[src/sv/ataw_pkg.sv]
// Shared types and constants for the ATA status wait engine.
package ataw_pkg;

  // Status register bit positions
  localparam int unsigned StErrBit = 0;
  localparam int unsigned StDrqBit = 3;
  localparam int unsigned StDfBit  = 5;
  localparam int unsigned StBsyBit = 7;

  // Status values that mean no device on the bus
  localparam logic [7:0] StatusFloatLo = 8'h00;
  localparam logic [7:0] StatusFloatHi = 8'hff;

  // Poll budget after reset
  localparam logic [31:0] ResetBudget = 32'd100000;

  // Item functions
  localparam logic FuncBegin  = 1'b0;
  localparam logic FuncSample = 1'b1;

  // Wait goals
  localparam logic [1:0] GoalIdle     = 2'd0;
  localparam logic [1:0] GoalData     = 2'd1;
  localparam logic [1:0] GoalComplete = 2'd2;
  localparam logic [1:0] GoalAlias    = 2'd3;

  typedef enum logic [2:0] {
    CodeOk      = 3'd0,
    CodeNoDev   = 3'd1,
    CodeDevErr  = 3'd2,
    CodeNoDrq   = 3'd3,
    CodeProto   = 3'd4,
    CodeTimeout = 3'd5,
    CodePending = 3'd6
  } code_e;

  typedef struct packed {
    logic       func;
    logic [1:0] goal;
    logic       clear_error;
    logic [7:0] status_byte;
    logic [7:0] error_byte;
  } item_t;

  typedef struct packed {
    logic       waiting;
    logic [1:0] wait_goal;
    logic [7:0] status_rec;
    logic [7:0] error_rec;
    logic       device_ready;
  } ctl_t;

  typedef struct packed {
    logic       done_res;
    code_e      code;
    logic [7:0] saved_status;
    logic [7:0] saved_error;
    logic       device_absent;
  } res_t;

endpackage

[src/sv/ataw_if.sv]
// Valid/ready channel interfaces for the status wait engine.
interface ataw_in_if;
  logic       valid;
  logic       ready;
  logic       func;
  logic [1:0] goal;
  logic       clear_error;
  logic [7:0] status_byte;
  logic [7:0] error_byte;

  modport source (output valid, func, goal, clear_error, status_byte, error_byte,
                  input ready);
  modport sink (input valid, func, goal, clear_error, status_byte, error_byte,
                output ready);
endinterface

interface ataw_out_if;
  logic       valid;
  logic       ready;
  logic       done_res;
  logic [2:0] code;
  logic [7:0] saved_status;
  logic [7:0] saved_error;
  logic       device_absent;

  modport source (output valid, done_res, code, saved_status, saved_error, device_absent,
                  input ready);
  modport sink (input valid, done_res, code, saved_status, saved_error, device_absent,
                output ready);
endinterface

[src/sv/ata_status_wait_engine.sv]
// Top level of the bounded ATA status wait engine: registers, handshakes, budget.
// An accepted beat passes through the input register, then the result register.
// Throughput: one beat per cycle unless the result channel stalls; an input
// register and a result register separate the channels, and the wait state
// updates as a beat moves between them.
// Reset (async, active low) clears both valid flags and the wait state, sets
// the device as ready and loads the poll budget with 100000 (masked to BUDGET_BITS).
module ata_status_wait_engine #(
  parameter int unsigned BUDGET_BITS = 24
) (
  input  logic              clk_i,
  input  logic              rst_ni,
  input  logic              cfg_we_i,
  input  logic [23:0]       cfg_wdata_i,
  ataw_in_if.sink           in_if,
  ataw_out_if.source        out_if
);

  logic                   in_valid_q;
  logic                   out_valid_q;
  logic                   in_accept;
  logic                   advance;
  ataw_pkg::item_t        item_q;
  ataw_pkg::ctl_t         ctl_q, ctl_d;
  logic [BUDGET_BITS-1:0] polls_q, polls_d;
  logic [BUDGET_BITS-1:0] budget_q;
  ataw_pkg::res_t         res_q, res_d;

  // Handshakes: input register frees when its beat moves on
  assign advance     = in_valid_q && (!out_valid_q || out_if.ready);
  assign in_if.ready = !in_valid_q || advance;
  assign in_accept   = in_if.valid && in_if.ready;

  ataw_eval #(
    .BUDGET_BITS (BUDGET_BITS)
  ) u_eval (
    .item_i   (item_q),
    .ctl_i    (ctl_q),
    .polls_i  (polls_q),
    .budget_i (budget_q),
    .ctl_o    (ctl_d),
    .polls_o  (polls_d),
    .res_o    (res_d)
  );

  // Control state
  always_ff @(posedge clk_i or negedge rst_ni) begin
    if (!rst_ni) begin
      in_valid_q           <= 1'b0;
      out_valid_q          <= 1'b0;
      ctl_q.waiting        <= 1'b0;
      ctl_q.wait_goal      <= ataw_pkg::GoalIdle;
      ctl_q.status_rec     <= 8'h00;
      ctl_q.error_rec      <= 8'h00;
      ctl_q.device_ready   <= 1'b1;
      polls_q              <= '0;
      budget_q             <= BUDGET_BITS'(ataw_pkg::ResetBudget);
    end else begin
      if (in_accept) begin
        in_valid_q <= 1'b1;
      end else if (advance) begin
        in_valid_q <= 1'b0;
      end
      if (advance) begin
        out_valid_q <= 1'b1;
        ctl_q       <= ctl_d;
        polls_q     <= polls_d;
      end else if (out_if.ready) begin
        out_valid_q <= 1'b0;
      end
      if (cfg_we_i) begin
        budget_q <= BUDGET_BITS'(cfg_wdata_i);
      end
    end
  end

  // Payload registers
  always_ff @(posedge clk_i) begin
    if (in_accept) begin
      item_q.func        <= in_if.func;
      item_q.goal        <= in_if.goal;
      item_q.clear_error <= in_if.clear_error;
      item_q.status_byte <= in_if.status_byte;
      item_q.error_byte  <= in_if.error_byte;
    end
    if (advance) begin
      res_q <= res_d;
    end
  end

  // Drive the result channel
  assign out_if.valid         = out_valid_q;
  assign out_if.done_res      = res_q.done_res;
  assign out_if.code          = res_q.code;
  assign out_if.saved_status  = res_q.saved_status;
  assign out_if.saved_error   = res_q.saved_error;
  assign out_if.device_absent = res_q.device_absent;

  // An armed wait always has polls left
  a_waiting_has_polls: assert property (@(posedge clk_i) disable iff (!rst_ni)
    ctl_q.waiting |-> (polls_q != '0))
    else $error("waiting with an empty poll budget");

  // A finished wait never reports pending
  a_done_not_pending: assert property (@(posedge clk_i) disable iff (!rst_ni)
    (out_valid_q && res_q.done_res) |-> (res_q.code != ataw_pkg::CodePending))
    else $error("done beat carries pending code");

  // A missing device stays missing
  a_absent_sticky: assert property (@(posedge clk_i) disable iff (!rst_ni)
    !ctl_q.device_ready |=> !ctl_q.device_ready)
    else $error("device came back without reset");

  // A beat that leaves the input register lands in the result register
  a_advance_loads: assert property (@(posedge clk_i) disable iff (!rst_ni)
    advance |=> out_valid_q)
    else $error("result register lost a beat");

endmodule

[src/sv/ataw_eval.sv]
// Next-state and result logic for one begin or status-sample beat.
module ataw_eval #(
  parameter int unsigned BUDGET_BITS = 24
) (
  input  ataw_pkg::item_t         item_i,
  input  ataw_pkg::ctl_t          ctl_i,
  input  logic [BUDGET_BITS-1:0]  polls_i,
  input  logic [BUDGET_BITS-1:0]  budget_i,
  output ataw_pkg::ctl_t          ctl_o,
  output logic [BUDGET_BITS-1:0]  polls_o,
  output ataw_pkg::res_t          res_o
);

  logic                   missing;
  logic                   bsy, drq, errb, df;
  logic                   hit;
  logic                   latch_err;
  logic [BUDGET_BITS-1:0] polls_dec;
  ataw_pkg::code_e        exhaust_code;
  ataw_pkg::code_e        code;
  logic                   done;

  // Decode the sampled status
  assign missing = (item_i.status_byte == ataw_pkg::StatusFloatLo) ||
                   (item_i.status_byte == ataw_pkg::StatusFloatHi);
  assign bsy  = item_i.status_byte[ataw_pkg::StBsyBit];
  assign drq  = item_i.status_byte[ataw_pkg::StDrqBit];
  assign errb = item_i.status_byte[ataw_pkg::StErrBit];
  assign df   = item_i.status_byte[ataw_pkg::StDfBit];
  assign latch_err = !missing && errb && !bsy;

  // Spend one poll, never below zero
  assign polls_dec = (polls_i != '0) ? polls_i - BUDGET_BITS'(1) : polls_i;

  // Goal met, or device error for goals other than idle, on a not-busy status
  always_comb begin
    hit = 1'b0;
    if (!bsy) begin
      if (ctl_i.wait_goal == ataw_pkg::GoalIdle) begin
        hit = !drq;
      end else if (errb || df) begin
        hit = 1'b1;
      end else if (ctl_i.wait_goal == ataw_pkg::GoalData) begin
        hit = drq;
      end else begin
        hit = !drq;
      end
    end
  end

  // Code when the budget runs dry
  always_comb begin
    exhaust_code = ataw_pkg::CodeTimeout;
    if (ctl_i.wait_goal == ataw_pkg::GoalData && !bsy && !drq) begin
      exhaust_code = ataw_pkg::CodeNoDrq;
    end else if (ctl_i.wait_goal != ataw_pkg::GoalData && !bsy && drq) begin
      exhaust_code = ataw_pkg::CodeProto;
    end
  end

  // Update the wait state
  always_comb begin
    ctl_o   = ctl_i;
    polls_o = polls_i;
    code    = ataw_pkg::CodeOk;
    done    = 1'b0;
    if (item_i.func == ataw_pkg::FuncBegin) begin
      ctl_o.wait_goal = (item_i.goal == ataw_pkg::GoalAlias) ? ataw_pkg::GoalComplete
                                                               : item_i.goal;
      if (item_i.clear_error) begin
        ctl_o.error_rec = 8'h00;
      end
      polls_o = budget_i;
      if (budget_i == '0) begin
        ctl_o.status_rec = ataw_pkg::StatusFloatHi;
        ctl_o.waiting    = 1'b0;
        done             = 1'b1;
        code             = ataw_pkg::CodeTimeout;
      end else begin
        ctl_o.waiting = 1'b1;
        code          = ataw_pkg::CodePending;
      end
    end else if (ctl_i.waiting) begin
      if (missing) begin
        ctl_o.status_rec   = item_i.status_byte;
        ctl_o.device_ready = 1'b0;
        code               = ataw_pkg::CodeNoDev;
      end else if (hit) begin
        ctl_o.status_rec = item_i.status_byte;
        if (latch_err) begin
          ctl_o.error_rec = item_i.error_byte;
        end
        code = (ctl_i.wait_goal != ataw_pkg::GoalIdle && (errb || df)) ?
               ataw_pkg::CodeDevErr : ataw_pkg::CodeOk;
      end else begin
        polls_o = polls_dec;
        if (polls_dec == '0) begin
          ctl_o.status_rec = item_i.status_byte;
          if (latch_err) begin
            ctl_o.error_rec = item_i.error_byte;
          end
          code = exhaust_code;
        end else begin
          code = ataw_pkg::CodePending;
        end
      end
      if (code != ataw_pkg::CodePending) begin
        ctl_o.waiting = 1'b0;
        done          = 1'b1;
      end
    end
  end

  // Build the result beat from the updated state
  always_comb begin
    res_o.done_res      = done;
    res_o.code          = code;
    res_o.saved_status  = ctl_o.status_rec;
    res_o.saved_error   = ctl_o.error_rec;
    res_o.device_absent = !ctl_o.device_ready;
  end

endmodule

[src/flat_wrapper.sv]
// flat-port wrapper written by rule: the top's interface ports become plain ports
module ata_status_wait_engine_flat 
#(
  parameter int unsigned BUDGET_BITS = 24
)
  (clk_i, rst_ni, cfg_we_i, cfg_wdata_i, in_if_valid, in_if_func, in_if_goal, in_if_clear_error, in_if_status_byte, in_if_error_byte, in_if_ready, out_if_valid, out_if_done_res, out_if_code, out_if_saved_status, out_if_saved_error, out_if_device_absent, out_if_ready);
  ataw_in_if in_if_i ();
  ataw_out_if out_if_i ();
  input  logic clk_i;
  input  logic rst_ni;
  input  logic cfg_we_i;
  input  logic [23:0] cfg_wdata_i;
  input wire logic [$bits(in_if_i.valid)-1:0] in_if_valid;
  input wire logic [$bits(in_if_i.func)-1:0] in_if_func;
  input wire logic [$bits(in_if_i.goal)-1:0] in_if_goal;
  input wire logic [$bits(in_if_i.clear_error)-1:0] in_if_clear_error;
  input wire logic [$bits(in_if_i.status_byte)-1:0] in_if_status_byte;
  input wire logic [$bits(in_if_i.error_byte)-1:0] in_if_error_byte;
  output wire logic [$bits(in_if_i.ready)-1:0] in_if_ready;
  output wire logic [$bits(out_if_i.valid)-1:0] out_if_valid;
  output wire logic [$bits(out_if_i.done_res)-1:0] out_if_done_res;
  output wire logic [$bits(out_if_i.code)-1:0] out_if_code;
  output wire logic [$bits(out_if_i.saved_status)-1:0] out_if_saved_status;
  output wire logic [$bits(out_if_i.saved_error)-1:0] out_if_saved_error;
  output wire logic [$bits(out_if_i.device_absent)-1:0] out_if_device_absent;
  input wire logic [$bits(out_if_i.ready)-1:0] out_if_ready;
  assign in_if_i.valid = in_if_valid;
  assign in_if_i.func = in_if_func;
  assign in_if_i.goal = in_if_goal;
  assign in_if_i.clear_error = in_if_clear_error;
  assign in_if_i.status_byte = in_if_status_byte;
  assign in_if_i.error_byte = in_if_error_byte;
  assign in_if_ready = in_if_i.ready;
  assign out_if_valid = out_if_i.valid;
  assign out_if_done_res = out_if_i.done_res;
  assign out_if_code = out_if_i.code;
  assign out_if_saved_status = out_if_i.saved_status;
  assign out_if_saved_error = out_if_i.saved_error;
  assign out_if_device_absent = out_if_i.device_absent;
  assign out_if_i.ready = out_if_ready;
  ata_status_wait_engine #(.BUDGET_BITS(BUDGET_BITS)) u_core (.clk_i(clk_i), .rst_ni(rst_ni), .cfg_we_i(cfg_we_i), .cfg_wdata_i(cfg_wdata_i), .in_if(in_if_i), .out_if(out_if_i));
endmodule
[config.mk]
export PLATFORM = sky130hd
export DESIGN_NAME = ata_status_wait_engine_flat
export DESIGN_NICKNAME = d
export VERILOG_FILES = /design/src/sv/ataw_pkg.sv /design/src/sv/ataw_if.sv /design/src/sv/ata_status_wait_engine.sv /design/src/sv/ataw_eval.sv /design/src/flat_wrapper.sv
export SDC_FILE = /design/constraint.sdc
export NUM_CORES = 1
export LEC_CHECK = 0
export ABC_AREA = 1
export BUFFER_PORTS_ARGS = -buffer_cell sky130_fd_sc_hd__buf_2
export CAP_MARGIN = 10
export CORE_MARGIN = 4
export CORE_UTILIZATION = 45
export CTS_CLUSTER_SIZE = 40
export DETAILED_ROUTE_END_ITERATION = 16
export PLACE_DENSITY = 0.62
export SYNTH_ARGS = -nofsm -noshare
export SYNTH_HDL_FRONTEND = slang
export SYNTH_SLANG_ARGS = --single-unit
[constraint.sdc]
create_clock -name clk_i -period 3.45 [get_ports clk_i]
set_input_delay 0.345 -clock clk_i [delete_from_list [all_inputs] [get_ports clk_i]]
set_output_delay 0.345 -clock clk_i [all_outputs]
set_load 0.01 [all_outputs]
## Yosys cells after proc, flatten, opt, wreduce, memory -nomap -nowiden

Index checks and enable logic that the tools add are counted.
Widths: inputs -> output; s select.

- Reduce and logical (&&, ||, !) cells: 29
- Add/sub/neg operators: 1
- Bitwise logic cells: 1
- Multiplexer cells: 44
- Eq/ne operators: 8

Operators by type and width:

| operator | count |
|---|---|
| $mux 24 | 5 |
| $logic_not 24->1 | 2 |
| $mux 16 | 3 |
| $mux 8 | 5 |
| $mux 3 | 8 |
| $reduce_bool 24->1 | 1 |
| $sub 24x1->24 const B | 1 |
| $mux 1 | 19 |
| $mux 17 | 1 |
| $logic_and 1x1->1 | 9 |
| $eq 8x8->1 const B | 1 |
| $logic_not 8->1 | 1 |
| $logic_not 1->1 | 6 |
| $mux 2 | 3 |
| $ne 2x2->1 const B | 3 |
| $reduce_bool 2->1 | 3 |
| $logic_or 1x1->1 | 4 |
| $reduce_and 4->1 | 1 |
| $ne 3x3->1 const B | 1 |
| $eq 2x1->1 const B | 1 |
| $eq 2x2->1 const B | 1 |
| $logic_not 2->1 | 1 |
| $ne 2x1->1 const B | 1 |
| $reduce_and 2->1 | 1 |
| $not 1->1 | 1 |

- Output and inout bits: 23
- Logic and storage cells: 102
- Bits in registers: 111
- Bits of input ports: 49

## Logic depth before layout (Yosys ltp)

Gate-level depths: netlist of the first run.

- Depth in word-level cells: 14
- Gate-level depth with buffers: 20
- Mapped depth without buffers: 20

## Modules after synthesis

From an unflattened synthesis of the first run, not the netlist that was laid out.

- Cell total of the unflattened synthesis: 856
- Area, all modules: 6465.0 um^2

By module, submodules not included:

| module | seq. area each (um^2) | cells each | area an instance (um^2) | times used |
|---|---|---|---|---|
| ata_status_wait_engine | 2991.6 | 342 | 4021.4 | 1 |
| ataw_eval | 0.0 | 514 | 2443.6 | 1 |

## Least setup slack after synthesis of the first run

OpenSTA, ideal clock, no wires.

- Path kind: flip-flop to flip-flop
- Start: register u_core.polls_q[0]
- End: register u_core.res_q (netlist bit u_core.out_if.saved_status[0]), data pin
- Path buffers: 0
- Required time: 3.182 ns
- Cell stages (with the launch flop): 15
- Period minus slack after synthesis: 2.296 ns
- Library setup time: 0.268 ns
- Path slack: 1.154 ns
- Data arrival time: 2.027 ns
- Cells stage by stage: dfrtp_1 inv_2 ha_1 nand2_2 nor2_1 nand2_1 xor2_1 o21ai_1 nand2_1 nor2_2 nand2_4 nand3_4 nand2_2 nand2_1 a31oi_1

RTL lines:

| item | RTL line | source |
|---|---|---|
| start: declaration | ata_status_wait_engine.sv:25 | `logic [BUDGET_BITS-1:0] polls_q, polls_d;` |
| start signal: assignment | ata_status_wait_engine.sv:67 | `polls_q <= polls_d;` |
| end signal: assignment | ata_status_wait_engine.sv:87 | `res_q <= res_d;` |
| end: declaration | ata_status_wait_engine.sv:27 | `ataw_pkg::res_t res_q, res_d;` |

==> metrics.txt, run 1 <==
outcome=complete, no violations; slew at the pin with the worst max-slew slack=0.7830 ns; share of post-route cells with drive strength above 1=20.53%; highest ir drop seen on vdd=0.3191 mV; number of nets in the synthesized netlist=766; maximum number of pins on one net before global-route repair=61; start of the worst register-to-register path=u_core.polls_q[0]; Max-Cap Viols=0; Final Max Tran Viols=0; routed via count=5022; maximum count of clock buffers along a single path=2; boundary pin count=72; RSZ-0062 raised after global routing=no; classification of the worst setup path=flop to flop; final non-filler cell total=961; Num CTS Buffers=9; total core area=0.01272 sq mm; number of hold violations in the final report=0; Final Routed Wirelength=15380 um; final clock period utilization by the worst path=79.89%; clock transition at the register clock pins on the worst setup and hold paths after CTS=0.07 ns; Worst path slowest cell=dfrtp_1; type of destination of the critical path=flop; Final setup viols=0; PnR Total Power=4.640 mW; Clock H-tree levels=3; number of setup buffers added after CTS=0; Worst Hold Class=input port to asynchronous set/reset pin; terminus of the critical flop-to-flop path=u_core.out_if.saved_status[0]; clock root buffer=clkbuf_16; Post-Layout Inst Area=0.006748 sq mm; dominant synthesized flop cell=dfrtp_1; total placed instance area=0.006451 sq mm; arrival time worst endpoint=2.84 ns; Post-Syn Area per Cell=8.253 sq um; WL per Instance=16.00 um; die outline width=122.5 um; Worst Setup SP=u_core.polls_q[0]; nature of the critical path startpoint=flop; Worst Reg2Reg Path Length in Cells=16; filler instances=1242; area used by multi-input combinational logic=0.002469 sq mm; vertical die dimension=122.5 um; number of instances in the synthesized netlist=715; storage element area=0.002992 sq mm; Sinks on Clock Net=111; Post-synth EDFFs=41; total placed cells including tap cells=945; Synth Cell Area=0.005901 sq mm; row cnt=41; overall global routing resource usage=21.74%; final estimated routing congestion in global placement=0.9062; input/output buffers=71; P&R area growth vs syn=14.36%; Highest Clock Rate=362.8 MHz; synthesis-stage register bit count=111; count of unresolved DRC violations after routing=0; crit path max fanout=29; number of different library cells in the post-synthesis netlist=35; number of nets in the finished design=835; flop2flop setup slack=0.69 ns; initial core utilization=46.38%; dominant cell type by count on the critical path=nand2_1; worst clock skew on the final layout=0.006016 ns; sum of overflow across all layers after global routing=0; final worst path period need=2.756 ns; XOR/XNOR Fraction of Synth Area=1.336%; power per unit of standard cell area=687.7 mW/mm^2; simple logic cell fraction of the synthesized area=29.13%; worst skew pair latency=0.35 ns; count of TritonRoute iterations in the first routing pass=5; slew margin rel.=47.75%; stage delay of the slowest cell on the critical path=0.41 ns; combinational family with the most area after synthesis=simple AND/OR/NAND/NOR gates; post-DP HPWL=11530 um; compound-gate portion of the synthesized area=10.52%; clock tree from TritonCTS=built; sequential area share after synthesis=50.70%; first-pass GRT wire length=25160 um; 1st-iter DRT viols=347; Die Outline Area=0.01501 sq mm; Worst Path Required=3.53 ns; number of synthesis warnings=0; antenna-violating nets left=0; vias in the first global route=4962; initial antenna violation count=0; Inserted Diodes=0; CP cell instances=inv_2 -> ha_1 -> nand2_1 -> nor2_1 -> nand3_2 -> buf_4 -> nand2_1 -> nand2_1 -> nor2_1 -> nand3_1 -> nor2_2 -> nand2_4 -> nand3_4 -> nand2_2 -> nand2_1 -> a31oi_1; CTS hold repair buffers=0; mux contribution to synthesized area=0.3817%; average vias per placed instance=5.226; Adder-Cell Fraction of Synth Area=0.4241%; fraction of synthesis flops using an asynchronous set or reset pin=63.06%; post-cts resize count=0; Post-Route Setup TNS=0 ns; leakage power summed over all cells=3.114 nW
==> synthesized netlist by cell type (all sizes together) (9+ instances only) <==
cell type  number  area share (%)
nand4          21             2.2
a31oi          15             1.6
buf             9            0.83
nand2         202              14
nand3          54             5.6
o211ai         10             1.3
xor2            9             1.3
dfrtp          63              27
o22ai          11             1.2
nor2           78             5.8
a21oi          15             1.3
o21ai          57             5.0
edfxtp         41              21
inv            88             5.6
clkbuf         15            0.95
==> registers in the layout, summed over array words and instances, names as in the netlist <==
| register | cells |
|---|---|
| u_core.out_if.device_absent | 1 |
| u_core.out_if.saved_status | 8 |
| u_core.out_if.done_res | 1 |
| u_core.polls_q | 24 |
| u_core.ctl_q | 20 |
| u_core.budget_q | 24 |
| u_core.in_valid_q | 1 |
| u_core.out_if.code | 3 |
| u_core.item_q | 20 |
| u_core.out_if.saved_error | 8 |
| u_core.out_if.valid | 1 |
==> metal layers <==
layer | part of all wire (%) | track usage [%] | routed length (um) | vias up
met3 | 5.6 | 5.853 | 861 | 15
li1 | - | - | - | 2500
met2 | 45 | 32.74 | 6976 | 117
met4 | 1.4 | 5.598 | 222 | 0
met5 | 0 | 0 | 0 | -
met1 | 48 | 31.28 | 7320 | 2390
==> final cells by class <==
type                    instances  share of cell area [%]
multi-input cells             490                   36.58
well taps                     172                   3.189
repair buffers                 82                   6.490
clock buffers                  10                   3.709
clock inverters                 6                  0.6861
inverters                      90                   5.006
flip-flops and latches        111                   44.34
==> logic make-up (layout without fill, tap and decap cells) <==
logic type,count (synthesis),after routing
simple gates,367,367
buf+inv,114,188
flops,111,111
compound gates,110,110
xor+xnor,9,9
fa+ha+maj,2,2
mux,2,2
==> layout by cell type, fill, tap and decap left out, drive strengths merged <==
master,n
a21oi,15
a22oi,2
a31oi,15
buf,82
clkbuf,10
clkinv,4
dfrtp,63
dfstp,7
edfxtp,41
ha,2
inv,92
mux2,2
nand2,202
nand3,54
nand4,21
nor2,78
nor3,3
nor4,2
o211ai,10
o21ai,57
o22ai,11
or2,7
xor2,9
==> critical path, delay by kind of cell, from the launching register on <==
family                   cells  cell delay [ns]
buffers and inverters        2             0.36
flip-flops                   1             0.41
AO/OA/AOI/OAI                1             0.08
adder cells (fa/ha/maj)      1             0.23
AND/OR/NAND/NOR             12             1.36
==> through the flow <==
stage / hold slack, ns / setup WS (ns) / utilization, %
floorplan: 0.04941 / 1.154 / -
global placement: 0.4295 / 0.7487 / 50.71
detailed placement: 0.4206 / 0.6949 / 50.71
CTS: 0.03718 / 0.6776 / 53.04
global route: 0.06990 / 0.4418 / 53.04
finish: 0.01962 / 0.6936 / 53.04
==> where the power goes <==
part	switching, mW	total, mW	internal (mW)	leakage [nW]
registers	0.290	2.01	1.72	1.23
logic	1.04	1.58	0.543	1.74
clock network	0.510	1.05	0.544	0.148
total	1.84	4.64	2.80	3.11
==> how the worst max path moves through the flow <==
stage / cells past startpoint / slack, ns / end
global placement: 16 / 0.75 / u_core.out_if.saved_status[3]
finish: 16 / 0.69 / u_core.out_if.saved_status[0]
detailed placement: 16 / 0.69 / u_core.out_if.saved_status[0]
floorplan: 14 / 1.15 / u_core.out_if.saved_status[0]
CTS: 16 / 0.68 / u_core.out_if.saved_status[0]
global route: 16 / 0.44 / u_core.out_if.saved_status[0]
Note: power is estimated with default switching activity, not from simulation.
==> run 2: changes to the inputs <==
- ABC_AREA: 1 -> 0
- PLACE_DENSITY: 0.62 -> 0.63
- clock period: 3.45 -> 2.6 ns (I/O delays scaled with it)
==> run 2 against run 1 <==
  * The run now ends with negative setup slack left
  * Clock skew rose by 0.0015 ns
  * Core utilization rose by 6.9 points
  * Clock-buffer cell count is the same
  * Die area is 7.7% lower
  * Clock power up 45%
  * Worst hold slack better by 0.054 ns
  * Non-clock buffer count up 72
  * Global-route usage decreased by 1.2 points
  * Routed wire length is 6.7% lower
  * Critical path type unchanged
  * Largest power group unchanged
==> metrics.txt, run 2 <==
nature of the critical path startpoint=flop; power per unit of standard cell area=768.0 mW/mm^2; RSZ-0062 raised after global routing=yes; final estimated routing congestion in global placement=0.9080; Die Outline Area=0.01386 sq mm; Post-Layout Inst Area=0.006967 sq mm; dominant synthesized flop cell=dfrtp_1; Synth Cell Area=0.005418 sq mm; Post-synth EDFFs=41; maximum count of clock buffers along a single path=2; post-DP HPWL=10180 um; worst skew pair latency=0.36 ns; count of TritonRoute iterations in the first routing pass=5; Final Max Tran Viols=0; number of instances in the synthesized netlist=480; synthesis-stage register bit count=111; failing checks=negative setup slack; Final Routed Wirelength=14350 um; slew at the pin with the worst max-slew slack=0.8805 ns; flop2flop setup slack=-0.37 ns; most repeated cell in the gate-level netlist after synthesis=dfrtp_1; P&R area growth vs syn=28.59%; WL per Instance=18.83 um; final clock period utilization by the worst path=114.3%; row cnt=39; outcome=finished with violations; count of unresolved DRC violations after routing=0; initial antenna violation count=0; fraction of synthesis flops using an asynchronous set or reset pin=63.06%; CP cell instances=buf_4 -> or4_4 -> o32ai_2 -> nand4_1 -> a311oi_2 -> nand4_1 -> or2_4 -> a311o_4 -> a32o_1; number of buffer and inverter instances along the worst setup path=1; average vias per placed instance=6.088; portion of synthesized cell area occupied by the leading cell type=29.10%; registers with the most flip-flops=u_core.budget_q (24), u_core.polls_q (24); Post-Syn Area per Cell=11.29 sq um; stage delay of the slowest cell on the critical path=0.54 ns; Worst path slowest cell=or4_4; Highest Clock Rate=336.4 MHz; sum of overflow across all layers after global routing=0; dominant cell type by count on the critical path=nand4_1; most frequent standard cell in the layout excluding fill and tap cells=buf_4; share of post-route cells with drive strength above 1=39.90%; number of synthesis warnings=0; initial core utilization=46.65%; kind of cell with the highest combined delay on the critical path=simple AND/OR/NAND/NOR gates; arrival time worst endpoint=3.22 ns; Sinks on Clock Net=111; input/output buffers=71; 1st-iter DRT viols=496; vias in the first global route=4425; maximum number of pins on one net before global-route repair=71; number of different library cells in the post-synthesis netlist=74; leakage power summed over all cells=2.753 nW; first-pass GRT wire length=22950 um; antenna-violating nets left=0; clock transition at the register clock pins on the worst setup and hold paths after CTS=0.08 ns; number of hold violations in the final report=0; die outline width=117.7 um; routed via count=4639; highest ir drop seen on vdd=0.5328 mV; total placed instance area=0.006447 sq mm; setup slack after layout=-0.3728 ns; overall global routing resource usage=20.57%; Worst Hold Class=input port to flop; most frequent cells in the layout=buf_4, buf_2, dfrtp_1; vertical die dimension=117.7 um; total core area=0.01161 sq mm; CTS hold repair buffers=0; slew margin rel.=41.30%; Num CTS Buffers=9; type of destination of the critical path=flop; Clock H-tree levels=3; clock tree from TritonCTS=built; Inserted Diodes=0; sequential area share after synthesis=55.22%; number of nets in the finished design=665; classification of the worst setup path=flop to flop; clock root buffer=clkbuf_16; boundary pin count=72; worst clock skew on the final layout=0.007471 ns; number of nets in the synthesized netlist=531; Final setup viols=37; Post-Route Setup TNS=-10.99 ns; crit path max fanout=8; Post-synth top cells=dfrtp_1, edfxtp_1, nand2_1, nor2_1, a21oi_1; final worst path period need=2.973 ns; dominant cells by area after synthesis=dfrtp_1, edfxtp_1, mux2_2, dfstp_2, o22a_1; Worst Path Required=2.85 ns; Max-Cap Viols=0; post-synth top area cell=dfrtp_1
==> run 2: changes by cell type after synthesis, moves of 22 or more <==
cell	before	now
o21ai_0	52	25
mux2_2	2	24
inv_1	86	13
nor2_1	67	29
nand3_1	44	11
nand2_1	179	32
==> run 2: repair_timing <==
action / 4_1_cts / 5_1_grt
setup buffers: 3 / 0
endpoints found under the setup margin: 37 / 42
gates resized for setup: 20 / 12
pin swaps: 17 / 11
==> run 2: metal layers <==
metal / GRT usage, % / wire, um / share of wire, %
met2: 29.68 / 6377 / 44
met4: 8.132 / 354 / 2.5
met1: 30.47 / 6567 / 46
met5: 0 / 0 / 0
met3: 4.037 / 1051 / 7.3
==> run 2: cells by family after synthesis <==
| logic type | count (synthesis) | synth area share (%) |
|---|---|---|
| flip-flops | 111 | 55.22 |
| XOR/XNOR | 2 | 0.3234 |
| buffers and inverters | 44 | 3.556 |
| adder cells (fa/ha/maj) | 2 | 0.4618 |
| multiplexers | 26 | 5.358 |
| AND/OR/NAND/NOR | 150 | 15.40 |
| AO/OA/AOI/OAI | 145 | 19.68 |
==> run 2: cell type report <==
type | count | area, sq um
Inverter | 13 | 51.30
Fill cell | 956 | 4647
Timing Repair Buffer | 154 | 985.9
Clock buffer | 10 | 229.0
Tap cell | 143 | 178.9
Sequential cell | 111 | 2992
Multi-Input combinational cell | 325 | 2427
Clock inverter | 6 | 102.6
==> run 2: final timing paths <==
| kind | endpoint | depth (start not counted) | start |
|---|---|---|---|
| max | u_core.ctl_q[4] | 9 | u_core.polls_q[1] |
| min | u_core.item_q[12] | 1 | in_if_status_byte[4] |
| max reg2reg | u_core.ctl_q[4] | 9 | u_core.polls_q[1] |
| min reg2reg | u_core.ctl_q[0] | 2 | u_core.ctl_q[0] |
| max in group asynchronous | u_core.ctl_q[19] | 2 | rst_ni |
| min in group asynchronous | u_core.budget_q[18] | 2 | rst_ni |
==> run 2: stage by stage <==
stage / util, % / instances / setup WS, ns / hold slack (ns) / total power [mW]
global placement: 55.52 / 743 / -0.3981 / 0.4363 / 3.716
CTS: 59.31 / 762 / -0.3554 / 0.06113 / 5.338
global route: 59.99 / 762 / -0.4816 / 0.05689 / 5.620
floorplan: - / 480 / -0.4538 / -0.03559 / 3.161
detailed placement: 55.52 / 743 / -0.5382 / 0.4381 / 3.754
finish: 59.99 / 762 / -0.3728 / 0.07391 / 5.350
==> run 2: power breakdown <==
group / internal (mW) / switching, mW
sequential: 2.16 / 0.217
combinational: 0.704 / 0.748
clock: 0.862 / 0.660
total: 3.72 / 1.63
==> run 3: changes to the inputs <==
- PLACE_DENSITY: 0.63 -> 0.62
- RECOVER_POWER: not set -> 50
- SYNTH_HIERARCHICAL: not set -> 1
==> run 3 against run 2 <==
  * The flow finishes with violations (max-capacitance violations, max-slew violations, negative setup slack)
  * Cell area rose by 12%
  * Critical path depth grew 1
  * Routed wire length grew 4.3%
  * Total power is 17% higher
  * Synthesized area is 10% higher
  * Sequential cell count unchanged
  * Critical endpoint is now u_core/ctl_q[1]
  * Largest power group unchanged
==> metrics.txt, run 3 <==
final worst path period need=3.110 ns; boundary pin count=72; number of hold violations in the final report=0; Sinks on Clock Net=111; maximum number of pins on one net before global-route repair=41; registers with the most flip-flops=u_core/budget_q (24), u_core/polls_q (24); leakage power summed over all cells=3.238 nW; Max-Cap Viols=1; highest ir drop seen on vdd=0.3306 mV; number of nets in the finished design=709; average vias per placed instance=5.430; Final Routed Wirelength=14970 um; Num CTS Buffers=9; dominant cell type by count on the critical path=nand4_1; arrival time worst endpoint=3.36 ns; most frequent standard cell in the layout excluding fill and tap cells=buf_4; terminus of the critical flop-to-flop path=u_core/ctl_q[1]; clock tree from TritonCTS=built; die outline width=123.2 um; most frequent cells in the layout=buf_4, dfrtp_1, buf_2; number of different library cells in the post-synthesis netlist=68; count of TritonRoute iterations in the first routing pass=5; WL per Instance=17.93 um; nature of the critical path startpoint=flop; Worst Setup SP=u_core/polls_q[10]; Worst Hold Launch=in_if_error_byte[5]; clock root buffer=clkbuf_16; dominant cells by area after synthesis=dfrtp_1, edfxtp_1, mux2_4, mux2_2, nor2_1; PnR Total Power=6.275 mW; number of nets in the synthesized netlist=556; Hold Path Cell Cnt=1; Final setup viols=60; RSZ-0062 raised after global routing=yes; combinational cell fraction of total power=38.4%; post-place setup slack=-0.5935 ns; synthesis-stage register bit count=111; fraction of synthesis flops using an asynchronous set or reset pin=63.06%; setup slack after layout=-0.5101 ns; Post-Syn Area per Cell=11.83 sq um; total placed cells including tap cells=804; Post-synth EDFFs=41; CP cell instances=buf_4 -> nor4_1 -> nand4_1 -> a22oi_1 -> nand3_1 -> nor4_2 -> nand4_1 -> a32o_2 -> a22o_1 -> mux2_4; share of post-route cells with drive strength above 1=48.87%; flop2flop setup slack=-0.51 ns; Final Max Tran Viols=31; maximum count of clock buffers along a single path=2; start of the worst register-to-register path=u_core/polls_q[10]; Clock power frac=22.3%; routed metal-1 wire length=6811 um; Post-synth top cells=dfrtp_1, nor2_1, edfxtp_1, mux2_4, mux2_2; outcome=finished with violations; type of destination of the critical path=flop; power per unit of standard cell area=803.8 mW/mm^2; row cnt=41; Die Outline Area=0.01518 sq mm; worst skew pair latency=0.37 ns; classification of the worst setup path=flop to flop; Worst Hold End=u_core/item_q[5]; final non-filler cell total=835; net switching share of the total power=33.34%; post-DP HPWL=10810 um; final clock period utilization by the worst path=119.6%; most repeated cell in the gate-level netlist after synthesis=dfrtp_1; Inserted Diodes=0; final estimated routing congestion in global placement=0.8874; initial core utilization=46.57%; failing checks=max-capacitance violations, max-slew violations, negative setup slack; P_sw=2.092 mW; Worst Reg2Reg Path Length in Cells=10; P&R area growth vs syn=30.71%; number of synthesis warnings=6; Clock H-tree levels=3; Worst Path Required=2.85 ns; sum of overflow across all layers after global routing=0; Worst Hold Class=input port to flop; routed via count=4534; post-synth top area cell=dfrtp_1; count of unresolved DRC violations after routing=0; portion of synthesized cell area occupied by the leading cell type=26.40%; top layer reached by signal wires=met4; minimum hold slack=0.06465 ns; vertical die dimension=123.2 um; overall global routing resource usage=20.40%; total core area=0.01282 sq mm; first-pass GRT wire length=23860 um; dominant synthesized flop cell=dfrtp_1; clock transition at the register clock pins on the worst setup and hold paths after CTS=0.08 ns; slew margin rel.=-22.32%; Highest Clock Rate=321.5 MHz; slew at the pin with the worst max-slew slack=1.835 ns; number of buffer and inverter instances along the worst setup path=1; initial antenna violation count=0; stage delay of the slowest cell on the critical path=0.49 ns; DR WL met3=512 um; Synth Cell Area=0.005972 sq mm; Internal Pwr Total=4.183 mW; number of instances in the synthesized netlist=505; sum of met2 wire segment lengths after detailed routing=7330 um; antenna-violating nets left=0; Reg power frac=39.3%; kind of cell with the highest combined delay on the critical path=simple AND/OR/NAND/NOR gates; worst clock skew on the final layout=0.01122 ns; crit path max fanout=8; Worst path slowest cell=nor4_1; sequential area share after synthesis=50.09%; total placed instance area=0.007143 sq mm; 1st-iter DRT viols=336; Post-Layout Inst Area=0.007806 sq mm; vias in the first global route=4721; input/output buffers=71
## run 3: cell count changes after synthesis, sizes merged, moves of 6 or more
| cell | change |
|---|---|
| o22ai | -6 |
| clkbuf | -7 |
| xor2 | +9 |
| mux2 | +46 |
| xnor2 | +13 |
| o22a | -9 |
| nor2 | +22 |
| nand2 | -13 |
| a32o | -6 |
| buf | +21 |
| o21ai | -17 |
| inv | -7 |
## run 3: per-stage QoR
step / utilization (%) / setup TNS (ns)
2_1_floorplan: - / -16.10
3_3_place_gp: 55.70 / -19.83
3_5_place_dp: 55.70 / -22.02
4_1_cts: 59.57 / -19.05
5_1_grt: 60.87 / -24.25
6_report: 60.87 / -18.14
## run 3: logic make-up after synthesis
kind of cell / share of synthesized area, %
AO/OA/AOI/OAI: 10.10
AND/OR/NAND/NOR: 15.06
buffers and inverters: 4.986
flip-flops: 50.09
XOR/XNOR: 3.520
multiplexers: 15.82
adder cells (fa/ha/maj): 0.4190
## run 3: what timing repair did
action | in CTS | in global routing
hold buffers | 1 | 0
hold endpoints to repair | 28 | 0
setup endpoints to repair | 61 | 61
pin swaps | 31 | 22
resized for setup | 36 | 26
setup buffers | 5 | 12
## run 3: power by group through the flow
stage               sequential [mW]  combinational [mW]  clock [mW]
floorplan                      2.50                1.41           0
global placement               2.48                2.15           0
detailed placement             2.49                2.21           0
CTS                            2.46                2.30        1.42
global route                   2.51                2.59        1.49
finish                         2.47                2.41        1.40
## run 3: routing by layer
layer  vias to the layer above  global-route usage (%)
met5                         -                       0
li1                       2163                       -
met3                        20                   2.790
met4                         0                   7.751
met1                      2270                   27.16
met2                        81                   33.98
## run 3: layout make-up
| type | count | area [sq um] |
|---|---|---|
| fill | 1090 | 5019 |
| sequential | 111 | 2992 |
| clock inverter | 7 | 73.82 |
| tap | 172 | 215.2 |
| multi-input combinational | 343 | 3024 |
| timing repair buffer | 187 | 1254 |
| inverter | 6 | 22.52 |
| clock buffer | 9 | 225.2 |
## run 3: how the worst max path moves through the flow
| stage | end | slack [ns] | depth (start not counted) |
|---|---|---|---|
| CTS | u_core/ctl_q[12] | -0.53 | 10 |
| global route | u_core/ctl_q[1] | -0.61 | 10 |
| global placement | u_core/ctl_q[15] | -0.55 | 10 |
| finish | u_core/ctl_q[1] | -0.51 | 10 |
| detailed placement | u_core/ctl_q[12] | -0.59 | 10 |
| floorplan | u_core/ctl_q[14] | -0.48 | 11 |
